===== src/rtl/psr_pkg.sv =====
// ----------------------------------------------------------------------------
// psr_pkg
// Shared types and constants of the polyphase resampler.
// ----------------------------------------------------------------------------
package psr_pkg;

	localparam int SAMPLE_W    = 24;
	localparam int COEF_W      = 18;
	localparam int COEF_FRAC   = 16;
	localparam int STEP_W      = 9;
	localparam int NCH_W       = 2;
	localparam int ADDR_W      = 13;
	localparam int MAX_RESULTS = 8;
	localparam int CNT_W       = $clog2(MAX_RESULTS + 1);

	localparam logic [STEP_W-1:0] RST_INPUT_STEP  = 9'd160;
	localparam logic [STEP_W-1:0] RST_OUTPUT_STEP = 9'd147;
	localparam logic [NCH_W-1:0]  RST_NUM_CH      = 2'd2;

	localparam logic OP_SAMPLE = 1'b0;
	localparam logic OP_COEF   = 1'b1;

	localparam logic [1:0] REG_INPUT_STEP  = 2'd0;
	localparam logic [1:0] REG_OUTPUT_STEP = 2'd1;
	localparam logic [1:0] REG_NUM_CH      = 2'd2;

	typedef enum logic [1:0] {
		ST_IDLE,
		ST_NEXT,
		ST_MAC,
		ST_FLUSH
	} state_t;

	typedef struct packed {
		logic valid;
		logic first;
		logic last;
	} mac_ctl_t;

endpackage


===== src/rtl/psr_merge.sv =====
// ----------------------------------------------------------------------------
// psr_merge
// Collects the lane results into the output register and drives the output
// channel.
// ----------------------------------------------------------------------------
module psr_merge import psr_pkg::*; #(
	parameter int CHANNELS = 2
) (
	input  logic                                clk,
	input  logic                                arst_n,
	input  logic                                load,
	input  logic                                last,
	input  logic                                ch1_on,
	input  logic [CHANNELS-1:0][SAMPLE_W-1:0]   lane_res,
	input  logic                                out_ready,
	output logic                                out_valid,
	output logic signed [SAMPLE_W-1:0]          out_ch0,
	output logic signed [SAMPLE_W-1:0]          out_ch1,
	output logic                                last_of_run
);

	logic [SAMPLE_W-1:0] ch1_val;

	assign ch1_val = (CHANNELS > 1 && ch1_on) ? lane_res[CHANNELS-1] : '0;

	always_ff @(posedge clk or negedge arst_n) begin
		if (!arst_n) begin
			out_valid <= 1'b0;
		end else if (load) begin
			out_valid <= 1'b1;
		end else if (out_ready) begin
			out_valid <= 1'b0;
		end
	end

	always_ff @(posedge clk) begin
		if (load) begin
			out_ch0     <= $signed(lane_res[0]);
			out_ch1     <= $signed(ch1_val);
			last_of_run <= last;
		end
	end

endmodule

===== config.mk =====
export PLATFORM = sky130hd
export DESIGN_NAME = psr_merge
export DESIGN_NICKNAME = d
export VERILOG_FILES = /design/src/rtl/psr_pkg.sv /design/src/rtl/psr_merge.sv
export SDC_FILE = /design/constraint.sdc
export NUM_CORES = 1
export LEC_CHECK = 0
export BUFFER_PORTS_ARGS = -buffer_cell sky130_fd_sc_hd__buf_4
export CORE_MARGIN = 2
export CORE_UTILIZATION = 38
export CTS_CLUSTER_SIZE = 28
export DETAILED_ROUTE_END_ITERATION = 10
export GPL_TIMING_DRIVEN = 0
export PLACE_DENSITY = 0.76
export RECOVER_POWER = 50
export SYNTH_ARGS = -nofsm -noshare
export SYNTH_HDL_FRONTEND = slang
export SYNTH_SLANG_ARGS = --single-unit

===== constraint.sdc =====
create_clock -name clk -period 0.8 [get_ports clk]
set_clock_uncertainty 0.2 [all_clocks]
set_input_delay 0.12 -clock clk [delete_from_list [all_inputs] [get_ports clk]]
set_output_delay 0.12 -clock clk [all_outputs]
set_load 0.01 [all_outputs]

* After elaboration in Yosys (flattened, before gate mapping)
Index checks and enable logic that the tools add are counted.
** Storage, ports and cells
- Register bits :: 50
- Latch bits :: 0
- RAM bits :: 0
- Memory bits (read-only) :: 0
- Input bits :: 54
- Output and inout bits :: 50
- Word-level logic and storage cells :: 7
- Memories :: 0
** Operators by class
- $add $sub $neg :: 0
- $mul :: 0
- Div/mod/pow operators :: 0
- $lt $le $gt $ge :: 0
- Equal/unequal tests :: 0
- Shift-type cells :: 0
- Mux-type cells :: 2
- Bitwise logic cells :: 0
- Reductions and logical operators :: 1
** Operator list (count)
- two-way mux 1 bit :: 2
- nonzero test 2 bit :: 1

* Logic depth before layout (Yosys ltp)
- Word-level depth :: 2
- Mapped depth :: 2
- Gate-level depth less buffers :: 2

* Least setup slack after synthesis
No wires, ideal clock.
- Path type :: reg-to-reg
- From :: register, netlist name out_valid
- To :: register out_valid
- Setup time :: 0.118 ns
- Arrival :: 0.565 ns
- Required time :: 0.482 ns
- Path slack :: -0.083 ns
- Stages on the path, launching flop included :: 2
- Path buffers :: 0
- Clock period less this slack :: 0.883 ns
- Cell sequence :: dfrtp_1 -> a21o_1
** RTL lines
- end signal, assigned :: RTL line psr_merge.sv:28 : out_valid <= 1'b0;
- end signal, assigned :: RTL line psr_merge.sv:30 : out_valid <= 1'b1;
- end signal, assigned :: RTL line psr_merge.sv:32 : out_valid <= 1'b0;
- end, declared :: RTL line psr_merge.sv:16 : output logic out_valid,

* Worst setup path in the final report
- From :: register out_valid
- To :: output port out_valid
No word-level cell between the ends.

==> impl_metrics.env <==
export IMPL_final_fill_count=338
export IMPL_dieArea_um2=5032
export IMPL_die_y_um=70.94
export IMPL_synth_cell_area_um2=1703
export IMPL_startpoint="out_valid"
export IMPL_setup_viol=51
export IMPL_async_reset_ff_frac=0.02000
export IMPL_status="finished, violations left"
export IMPL_top_usage_layer="met2"
export IMPL_worst_path_buf_inv=1
export IMPL_cap_violations=0
export IMPL_synthTopCellsByArea="edfxtp_1, and2_2, and2_1, dfrtp_1, buf_6"
export IMPL_gp_congestion=0.7247
export IMPL_syn_avg_cell_area_um2=21.83
export IMPL_diodes=0
export IMPL_cp_data_arrival_time_ns=0.84
export IMPL_finalInstanceArea_um2=2810
export IMPL_hp_class="input pin to flip-flop"
export IMPL_crit_family="flip-flops"
export IMPL_overflow=0
export IMPL_ios=104
export IMPL_synth_adder_area_share=0
export IMPL_synth_top_family_by_area="simple AND/OR/NAND/NOR gates"
export IMPL_multi_input_area_um2=182.7
export IMPL_routedWlPerCell_um=13.81
export IMPL_cts_tree="built"
export IMPL_r2r_slack_ns=-0.17
export IMPL_clk_latency_ns=0.29
export IMPL_numCtsBuffers=5
export IMPL_startpoint_type="flip-flop"
export IMPL_crit_end="out_valid"
export IMPL_met2_usage=0.2274
export IMPL_tightest_slew_ns=0.4451
export IMPL_leakage_nw=1.179
export IMPL_path_class="flip-flop to output port"
export IMPL_synthFlopType="edfxtp_1"
export IMPL_cts_clk_slew_worst_paths_ns=0.08
export IMPL_cp_slowest_cell="dfrtp_1"
export IMPL_seq_area_um2=1496
export IMPL_slew_viol_final=0
export IMPL_setup_tns_ns=-16.63
export IMPL_synth_simple_area_share=0.1014
export IMPL_fmax_mhz=864.9
export IMPL_io_buffers=103
export IMPL_dp_cells=233
export IMPL_netlist_instances=78
export IMPL_whs_path_depth=1
export IMPL_synth_top_area_frac=0.8641
export IMPL_peakVddDrop_mv=1.231
export IMPL_clockBufferDepth=2
export IMPL_grt_setup_unrepaired="true"
export IMPL_core_area_um2=4324
export IMPL_yosys_area_top_type="edfxtp_1"
export IMPL_routed_wl_um=3355
export IMPL_holdWs_ns=-0.1760
export IMPL_synth_mux_area_frac=0
export IMPL_area_growth_pct=65.03
export IMPL_synth_compound_area_share=0.004409
export IMPL_finish_utilization=0.6499
export IMPL_placed_area_um2=2566
export IMPL_max_stage_delay_ns=0.41
export IMPL_ys_ff_latch=50
export IMPL_grt_pass1_wl_um=5354
export IMPL_synth_xor_area_frac=0
export IMPL_first_pass_iters=3
export IMPL_power_density_nw_per_um2=1916
export IMPL_die_width_um=70.94
export IMPL_track_usage=0.1418
export IMPL_r2r_start="out_valid"
export IMPL_ant_nets=0
export IMPL_yosysSeqAreaShare=0.8788
export IMPL_cp_end_kind="output port"
export IMPL_ctsHoldBuffers=1
export IMPL_synth_edf_count=49
export IMPL_setup_ws_ns=-0.3562
export IMPL_path_depth=1
export IMPL_grt_util_met3=0.09259
export IMPL_layout_nets=244
export IMPL_worstReg2RegEnd="out_valid"
export IMPL_start_util=0.3938
export IMPL_cts_sinks=50
export IMPL_yosysUniqueCellTypes=7
export IMPL_routed_via_density=4.346
export IMPL_post_route_min_period_ns=1.156
export IMPL_h_tree_depth=2
export IMPL_grt_max_degree=51
export IMPL_num_vias=1056
export IMPL_slew_headroom=0.7032
export IMPL_synth_fp_nets=132
export IMPL_drt_iter0_drc=71
export IMPL_cts_root_buf="clkbuf_8"
export IMPL_grt_use_met1=0.1455
export IMPL_synth_common_cells="edfxtp_1, and2_2, and2_1"
export IMPL_yosysMostFrequentCell="edfxtp_1"
export IMPL_rows=24
export IMPL_drive_gt1_frac=0.6440
export IMPL_crit_chain="buf_6"
export IMPL_violations="hold timing, setup timing"
export IMPL_drc=0
export IMPL_required_ns=0.48
export IMPL_finalNonFillerCells=243
export IMPL_finalHoldViolations=51
export IMPL_cp_max_fo=2
export IMPL_fin_crit_sh=1.445
export IMPL_yosysWarnings=0
export IMPL_grt_antenna_before_repair=0
export IMPL_worstRegToRegCells=2
export IMPL_grt_pass1_vias=1145
power by group:
group / leakage (nW) / switching (mW) / total [mW] / internal (mW)
clock: 0.0426 / 0.745 / 1.35 / 0.602
combinational: 0.650 / 0.292 / 0.844 / 0.552
sequential: 0.487 / 0.0871 / 3.19 / 3.11
cell type report:
cell class / count / share of cell area
Clock inverter: 2 / 0.003117
Buffer: 2 / 0.003562
Multi-Input combinational cell: 25 / 0.06500
Tap cell: 52 / 0.02315
Timing Repair Buffer: 105 / 0.3455
Sequential cell: 50 / 0.5325
Clock buffer: 6 / 0.02582
Inverter: 1 / 0.001336
cell usage in the layout (no fill, tap or decap), drive strengths merged:
cell type,synthesis,layout
dfrtp,1,1
dlygate4sd3,0,1
clkbuf,0,35
inv,1,1
clkinv,0,2
buf,2,77
and2,24,24
edfxtp,49,49
a21o,1,1
how the worst min path moves through the flow:
stage	from	endpoint
final	last	last_of_run
after CTS	last	last_of_run
after global placement	arst_n	out_valid
after detailed placement	arst_n	out_valid
after floorplan	arst_n	out_valid
after global routing	last	last_of_run
layer usage:
metal,wire [um],share of wire,vias to the layer above
li1,-,-,505
met1,1092,0.33,470
met2,1655,0.49,71
met3,510,0.15,10
met4,96,0.029,0
met5,0,0,-
per-stage QoR:
stage	power, mW	worst slack (ns)
after floorplan	3.425	-0.06271
after global placement	3.961	-0.3768
after detailed placement	3.989	-0.4088
after CTS	5.451	-0.3706
after global routing	5.646	-0.4037
final	5.384	-0.3562
cell families (layout without fill, tap and decap cells):
family / count (synthesis) / in the layout
flops: 50 / 50
buf+inv: 3 / 116
compound gates: 1 / 1
simple gates: 24 / 24
registers in the layout, summed over array words and instances, names as in the netlist:
signal	count
out_valid	1
last_of_run	1
out_ch0	24
out_ch1	24
timing repair:
item / in CTS / in global routing
setup buffers: 0 / 1
hold endpoints to repair: 51 / 51
gates resized for setup: 31 / 18
setup endpoints to repair: 100 / 51
No activity file was read; power rests on OpenSTA's default activity.
