==> src/rtl/psr_pkg.sv <==
// ----------------------------------------------------------------------------
// psr_pkg
// Shared types and constants of the polyphase resampler.
// ----------------------------------------------------------------------------
package psr_pkg;

	localparam int SAMPLE_W    = 24;
	localparam int COEF_W      = 18;
	localparam int COEF_FRAC   = 16;
	localparam int STEP_W      = 9;
	localparam int NCH_W       = 2;
	localparam int ADDR_W      = 13;
	localparam int MAX_RESULTS = 8;
	localparam int CNT_W       = $clog2(MAX_RESULTS + 1);

	localparam logic [STEP_W-1:0] RST_INPUT_STEP  = 9'd160;
	localparam logic [STEP_W-1:0] RST_OUTPUT_STEP = 9'd147;
	localparam logic [NCH_W-1:0]  RST_NUM_CH      = 2'd2;

	localparam logic OP_SAMPLE = 1'b0;
	localparam logic OP_COEF   = 1'b1;

	localparam logic [1:0] REG_INPUT_STEP  = 2'd0;
	localparam logic [1:0] REG_OUTPUT_STEP = 2'd1;
	localparam logic [1:0] REG_NUM_CH      = 2'd2;

	typedef enum logic [1:0] {
		ST_IDLE,
		ST_NEXT,
		ST_MAC,
		ST_FLUSH
	} state_t;

	typedef struct packed {
		logic valid;
		logic first;
		logic last;
	} mac_ctl_t;

endpackage

==> src/rtl/psr_lane.sv <==
// ----------------------------------------------------------------------------
// psr_lane
// One channel's multiply-accumulate lane with rounding and saturation.
// ----------------------------------------------------------------------------
module psr_lane import psr_pkg::*; #(
	parameter int TAPS = 32
) (
	input  logic                       clk,
	input  logic                       arst_n,
	input  mac_ctl_t                   ctl,
	input  logic signed [SAMPLE_W-1:0] sample,
	input  logic signed [COEF_W-1:0]   coef,
	output logic signed [SAMPLE_W-1:0] res,
	output logic                       done
);

	localparam int PROD_W = SAMPLE_W + COEF_W;
	localparam int ACC_W  = PROD_W + $clog2(TAPS);
	localparam logic signed [ACC_W:0] SAT_MAX = (ACC_W+1)'(2**(SAMPLE_W-1) - 1);
	localparam logic signed [ACC_W:0] SAT_MIN = -((ACC_W+1)'(2**(SAMPLE_W-1)));
	localparam logic signed [ACC_W:0] RND     = (ACC_W+1)'(2**(COEF_FRAC-1));

	mac_ctl_t                   ctl_s2;
	logic signed [PROD_W-1:0]   prod_s2;
	logic signed [ACC_W-1:0]    acc_q;
	logic                       done_s3;
	logic signed [ACC_W:0]      rnd;
	logic signed [ACC_W:0]      shifted;
	logic signed [SAMPLE_W-1:0] sat;

	always_ff @(posedge clk or negedge arst_n) begin
		if (!arst_n) begin
			ctl_s2  <= '0;
			done_s3 <= 1'b0;
			done    <= 1'b0;
		end else begin
			ctl_s2  <= ctl;
			done_s3 <= ctl_s2.valid && ctl_s2.last;
			done    <= done_s3;
		end
	end

	always_ff @(posedge clk) begin
		prod_s2 <= sample * coef;
		if (ctl_s2.valid) begin
			if (ctl_s2.first) begin
				acc_q <= ACC_W'(prod_s2);
			end else begin
				acc_q <= acc_q + ACC_W'(prod_s2);
			end
		end
		if (done_s3) begin
			res <= sat;
		end
	end

	// round half up, floor shift, clip to the sample range
	always_comb begin
		rnd     = $signed({acc_q[ACC_W-1], acc_q}) + RND;
		shifted = rnd >>> COEF_FRAC;
		if (shifted > SAT_MAX) begin
			sat = SAT_MAX[SAMPLE_W-1:0];
		end else if (shifted < SAT_MIN) begin
			sat = SAT_MIN[SAMPLE_W-1:0];
		end else begin
			sat = shifted[SAMPLE_W-1:0];
		end
	end

endmodule

==> config.mk <==
export PLATFORM = sky130hd
export DESIGN_NAME = psr_lane
export DESIGN_NICKNAME = d
export VERILOG_FILES = /design/src/rtl/psr_pkg.sv /design/src/rtl/psr_lane.sv
export SDC_FILE = /design/constraint.sdc
export NUM_CORES = 1
export LEC_CHECK = 0
export BUFFER_PORTS_ARGS = -buffer_cell sky130_fd_sc_hd__clkbuf_2
export CAP_MARGIN = 20
export CORE_ASPECT_RATIO = 0.8
export CORE_MARGIN = 4
export CORE_UTILIZATION = 60
export DETAILED_ROUTE_END_ITERATION = 12
export PLACE_DENSITY = 0.77
export SYNTH_ARGS = -nofsm -noshare
export SYNTH_HDL_FRONTEND = slang
export SYNTH_SLANG_ARGS = --single-unit
==> constraint.sdc <==
create_clock -name clk -period 7.4 [get_ports clk]
set_input_delay 0.74 -clock clk [delete_from_list [all_inputs] [get_ports clk]]
set_output_delay 0.74 -clock clk [all_outputs]
set_load 0.05 [all_outputs]
# Word-level counts from Yosys, hierarchy flattened
# Index checks and enable logic that the tools add are counted.
# W data, S select, Z words.
[totals] regBits=118 word_cells=16
[classes] add_sub_neg=2 mul=1 magnitude_cmp=2 n_mux=2 n_reduce_logical=1
[ops] cell="$add A47 B17 Y48 const B" n=1
[ops] cell="$add A47 B42 Y47" n=1
[ops] cell="$mux W47" n=1
[ops] cell="$mul A24 B18 Y42" n=1
[ops] cell="$gt A32 B24 Y1 const B" n=1
[ops] cell="$lt A32 B24 Y1 const B" n=1
[ops] cell="$mux W24" n=1
[ops] cell="$logic_and A1 B1 Y1" n=1

# Longest topological paths before layout
[logic_depth] word_depth=3 depth_mapped=25 depth_no_buf=24

# Worst setup path after synthesis
# Ideal clock, no wire load.
[synth_timing] path_type="input to register" from="input sample[9]" to="register prod_s2[40]" setup_ns=0.072 arrival_ns=6.609 required_ns=7.328 slack_ns=0.718 path_stages=24 cell_sequence="clkbuf_1 > clkbuf_1 > nand2_1 > fa_1 > inv_1 > fa_1 > inv_1 > fa_1 > inv_1 > fa_1 > fa_1 > inv_1 > fa_1 > inv_1 > ha_1 > a21oi_1 > o21bai_1 > a211oi_1 > a31oi_1 > a221o_1 > o221ai_1 > o2111ai_1 > a21oi_1 > xnor2_1"
[synth_via] elab_chain_len=1
[synth_rtl] item="start, declared" line="psr_lane.sv:11" rtl="input logic signed [SAMPLE_W-1:0] sample,"
[synth_rtl] item="$mul A24 B18 Y42" line="psr_lane.sv:44" rtl="prod_s2 <= sample * coef;"
[synth_rtl] item="end signal, assigned" line="psr_lane.sv:44"
[synth_rtl] item="end, declared" line="psr_lane.sv:24" rtl="logic signed [PROD_W-1:0] prod_s2;"
# No other way between the ends.
# A chain may end at the register's enable or synchronous reset.

# Worst setup path in the final report
[layout_timing] from="input coef[5]" to="register prod_s2[40]"
[layout_via] elab_chain_len=1
[layout_rtl] item="start, declared" line="psr_lane.sv:12" rtl="input logic signed [COEF_W-1:0] coef,"
[layout_rtl] item="$mul A24 B18 Y42" line="psr_lane.sv:44"
# No other way between the ends.

==> flow_summary_export.csv <==
group,metric,value,unit
run_status,status,"completed",
floorplan,full_die_area,40700,um2
global_route,grt_util_all_layers,0.275,
critical_path,worst_path_max_delay_cell,"fa_1",
sta,setup_tns,0,ns
sta,fin_worst_hold_slack,0.119,ns
finish,fin_nets,3148,
logic_synthesis,synthesized_instance_count,2501,
cts,cts_buffer_depth,2,
global_route,antenna_found_initial,0,
floorplan,num_rows,63,
job,cap_viol_max_count,0,
logic_synthesis,netlist-cell-type-count,73,
placement,port_buffers,71,
logic_synthesis,synth.top_cells.by_area,"fa_1, edfxtp_1, inv_1",
floorplan,initial_cell_density_of_the_core,0.607,
placement,routabilityCongestion,0.931,
critical_path,buffers_inverters_on_critical_path,6,
logic_synthesis,synth_xor_area_frac,0.0370,
logic_synthesis,synthFlopType,"edfxtp_1",
cts,numClockSinks,118,
cts,post_cts_hold_buffer_count,0,
detailed_routing,detailroute.via_count,17200,
sta,finalClockSkew,0.00757,ns
finish,area_growth_syn_to_layout,6.51,%
cts,post_cts_resized,0,
finish,final_layout_size_suffix_gt1_frac,0.0631,
placement,post-dp-hpwl,43600,um
sta,slew_at_the_pin_closest_to_its_max_slew_limit,0.974,ns
logic_synthesis,flip_flop_and_latch_count_after_synthesis,118,
sta,final.min_clock_period,6.72,ns
detailed_routing,route.detailed.vias_per_inst,5.68,
detailed_routing,routed_wire_per_std_cell,17.4,um
detailed_routing,drtAntennaViolNets,0,
critical_path,required,7.77,ns
detailed_routing,dr.pass1.iters,7,
critical_path,crit_arrival,7.09,ns
finish,antenna-diode-count,0,
sta,fin_crit_sh,0.909,
hold_path,hold_path_class,"in -> async",
sta,hold_violations,0,
cts,tritoncts,"yes",
floorplan,ioPinCount,72,
cts,htreeDepth,4,
cts,cts_inserted_buffers,17,
global_route,maximum_number_of_pins_on_one_net_before_global_route_repair,54,
critical_path,critical_path.endpoint_type,"flop",
logic_synthesis,synth_simple_gate_area_share,0.155,
detailed_routing,drt_drc_violations_left,0,
logic_synthesis,number_of_warning_messages_in_the_yosys_log,0,
sta,timing.fmax,149,MHz
cts,master_cell_of_the_clock_root_buffer,"clkbuf_16",
logic_synthesis,synth_top_family_by_area,"adder cells",
global_route,grt_pass1_wl,90600,um
critical_path,most_prevalent_standard_cell_on_the_critical_path,"fa_1",
critical_path,timing.critical_path.fanout_max,14,
sta,setup_repair_after_global_routing_missed_its_margin,"no",
global_route,grt_pass1_vias,18800,
cts,cts_setup_buffers,0,
logic_synthesis,synth_compound_area_frac,0.0977,
logic_synthesis,ys_seq_area_frac,0.138,
sta,headroom_to_the_max_slew_limit,0.351,
logic_synthesis,synth_top_area_cell,"fa_1",
critical_path,critical-path-max-stage-delay,0.52,ns
floorplan,die_width,224,um
detailed_routing,dr.first_iter.drc_count,1206,
critical_path,critical_path.startpoint_type,"input pin",
global_route,grt_overflow_total,0,
logic_synthesis,adder_cell_area_share_of_the_yosys_netlist,0.464,
cts,clk_pin_slew_worst_paths,0.06,ns
logic_synthesis,post_synth_mux_area_share,0.00328,
logic_synthesis,post-synth-top-area-fraction,0.379,
sta,setup_violations,0,
detailed_routing,drt_wl_total,52600,um
logic_synthesis,number_of_flops_mapped_to_enable_cells_by_yosys,71,
logic_synthesis,syn-num-nets,3126,
logic_synthesis,netlist_area,22500,um2
floorplan,coreArea,37000,um2
critical_path,crit_chain,"clkbuf_2 > buf_4 > and2_1 > fa_1 > inv_1 > fa_1 > fa_1 > inv_1 > fa_1 > fa_1 > inv_1 > fa_1 > inv_1 > ha_1 > or3_1 > a31oi_1 > o21ai_1 > a221o_1 > o221ai_1 > o2111ai_1 > a21oi_1 > xnor2_1",
logic_synthesis,postSynth.asyncResetShare,0.0424,
sta,report.final.slew_viol_count,0,
floorplan,die_h,181,um
cts,clk_latency,0.44,ns
logic_synthesis,synth_area_per_cell,8.99,um2
critical_path,criticalPathCategory,"in -> reg",
critical_path,critical-path-top-delay-family,"adder cells",
## routing by layer
metal / part of all wire / track usage / vias to the layer above / wire (um)
met5: 0 / 0 / - / 0
met4: 0.038 / 0.0953 / 0 / 2020
met3: 0.066 / 0.0523 / 161 / 3470
met2: 0.50 / 0.477 / 584 / 26300
met1: 0.40 / 0.347 / 8596 / 20900
li1: - / - / 7819 / -
## kinds of logic after synthesis
kind of cell / Yosys count
AO/OA/AOI/OAI: 340
XOR/XNOR: 95
adder cells (fa/ha/maj): 578
buffers and inverters: 628
flip-flops: 118
multiplexers: 7
AND/OR/NAND/NOR: 735
## worst register-to-register path, delay by kind of cell (launching register included)
family | cells | cell delay, ns
flops | 1 | 0.33
simple gates | 5 | 1.43
buf+inv | 1 | 0.06
fa+ha+maj | 2 | 0.59
compound gates | 4 | 1.03
## layout make-up
| class | instances | area [um2] |
|---|---|---|
| clock buffer | 21 | 504 |
| fill | 3038 | 13100 |
| sequential | 118 | 3100 |
| multi-input combinational | 1755 | 17000 |
| tap | 487 | 609 |
| clock inverter | 11 | 109 |
| timing repair buffer | 110 | 648 |
| inverter | 521 | 1960 |
## synthesized netlist by cell type, drive strengths merged (44+ instances only)
cell type	number
inv	519
fa	426
nand2	362
and2	159
ha	152
o21ai	101
clkbuf	100
a21oi	77
edfxtp	71
nor2	66
xnor2	64
a21o	44
## path summary, 6_finish.rpt
| check | cells after the start | start | endpoint | slack, ns |
|---|---|---|---|---|
| worst max register to register | 12 | prod_s2[0] | acc_q[44] | 3.81 |
| worst max-delay path | 22 | coef[5] | prod_s2[40] | 0.68 |
| worst min-delay path | 1 | arst_n | ctl_s2[1] | 0.12 |
| worst min register to register | 1 | ctl_s2[0] | done_s3 | 0.47 |
| min in group clk | 1 | ctl[1] | ctl_s2[1] | 0.41 |
| max in group asynchronous | 1 | arst_n | ctl_s2[2] | 7.13 |
## sequential cells by signal, summed over array words and instances (netlist names)
register	cells
acc_q	47
ctl_s2	3
done	1
done_s3	1
prod_s2	42
res	24
## through the flow
stage               setup WS (ns)  std cells   util  cell area (um2)
global route                0.363       3023  0.646            24000
finish                      0.675       3023  0.646            24000
floorplan                   0.718       2501      -            22500
detailed placement          0.302       2990  0.630            23300
global placement            0.407       2990  0.630            23300
CTS                         0.745       3022  0.646            23900
## cell usage in the layout, fill, tap and decap left out, types with 16 or more instances in the layout
master,count
a21oi_1,77
a21o_1,44
buf_4,39
edfxtp_1,71
clkbuf_2,71
nand2_1,362
clkbuf_16,20
inv_1,519
ha_1,152
nor3_1,21
nor2_1,66
and3_1,16
o21bai_1,16
fa_1,426
dfxtp_1,42
o21ai_1,18
xnor2_1,64
xor2_1,31
and2_1,159
o21ai_0,83
nand3_1,39
Power is not shown: default switching activity piles up to over one toggle a cycle in this logic, so the estimate is an artifact.
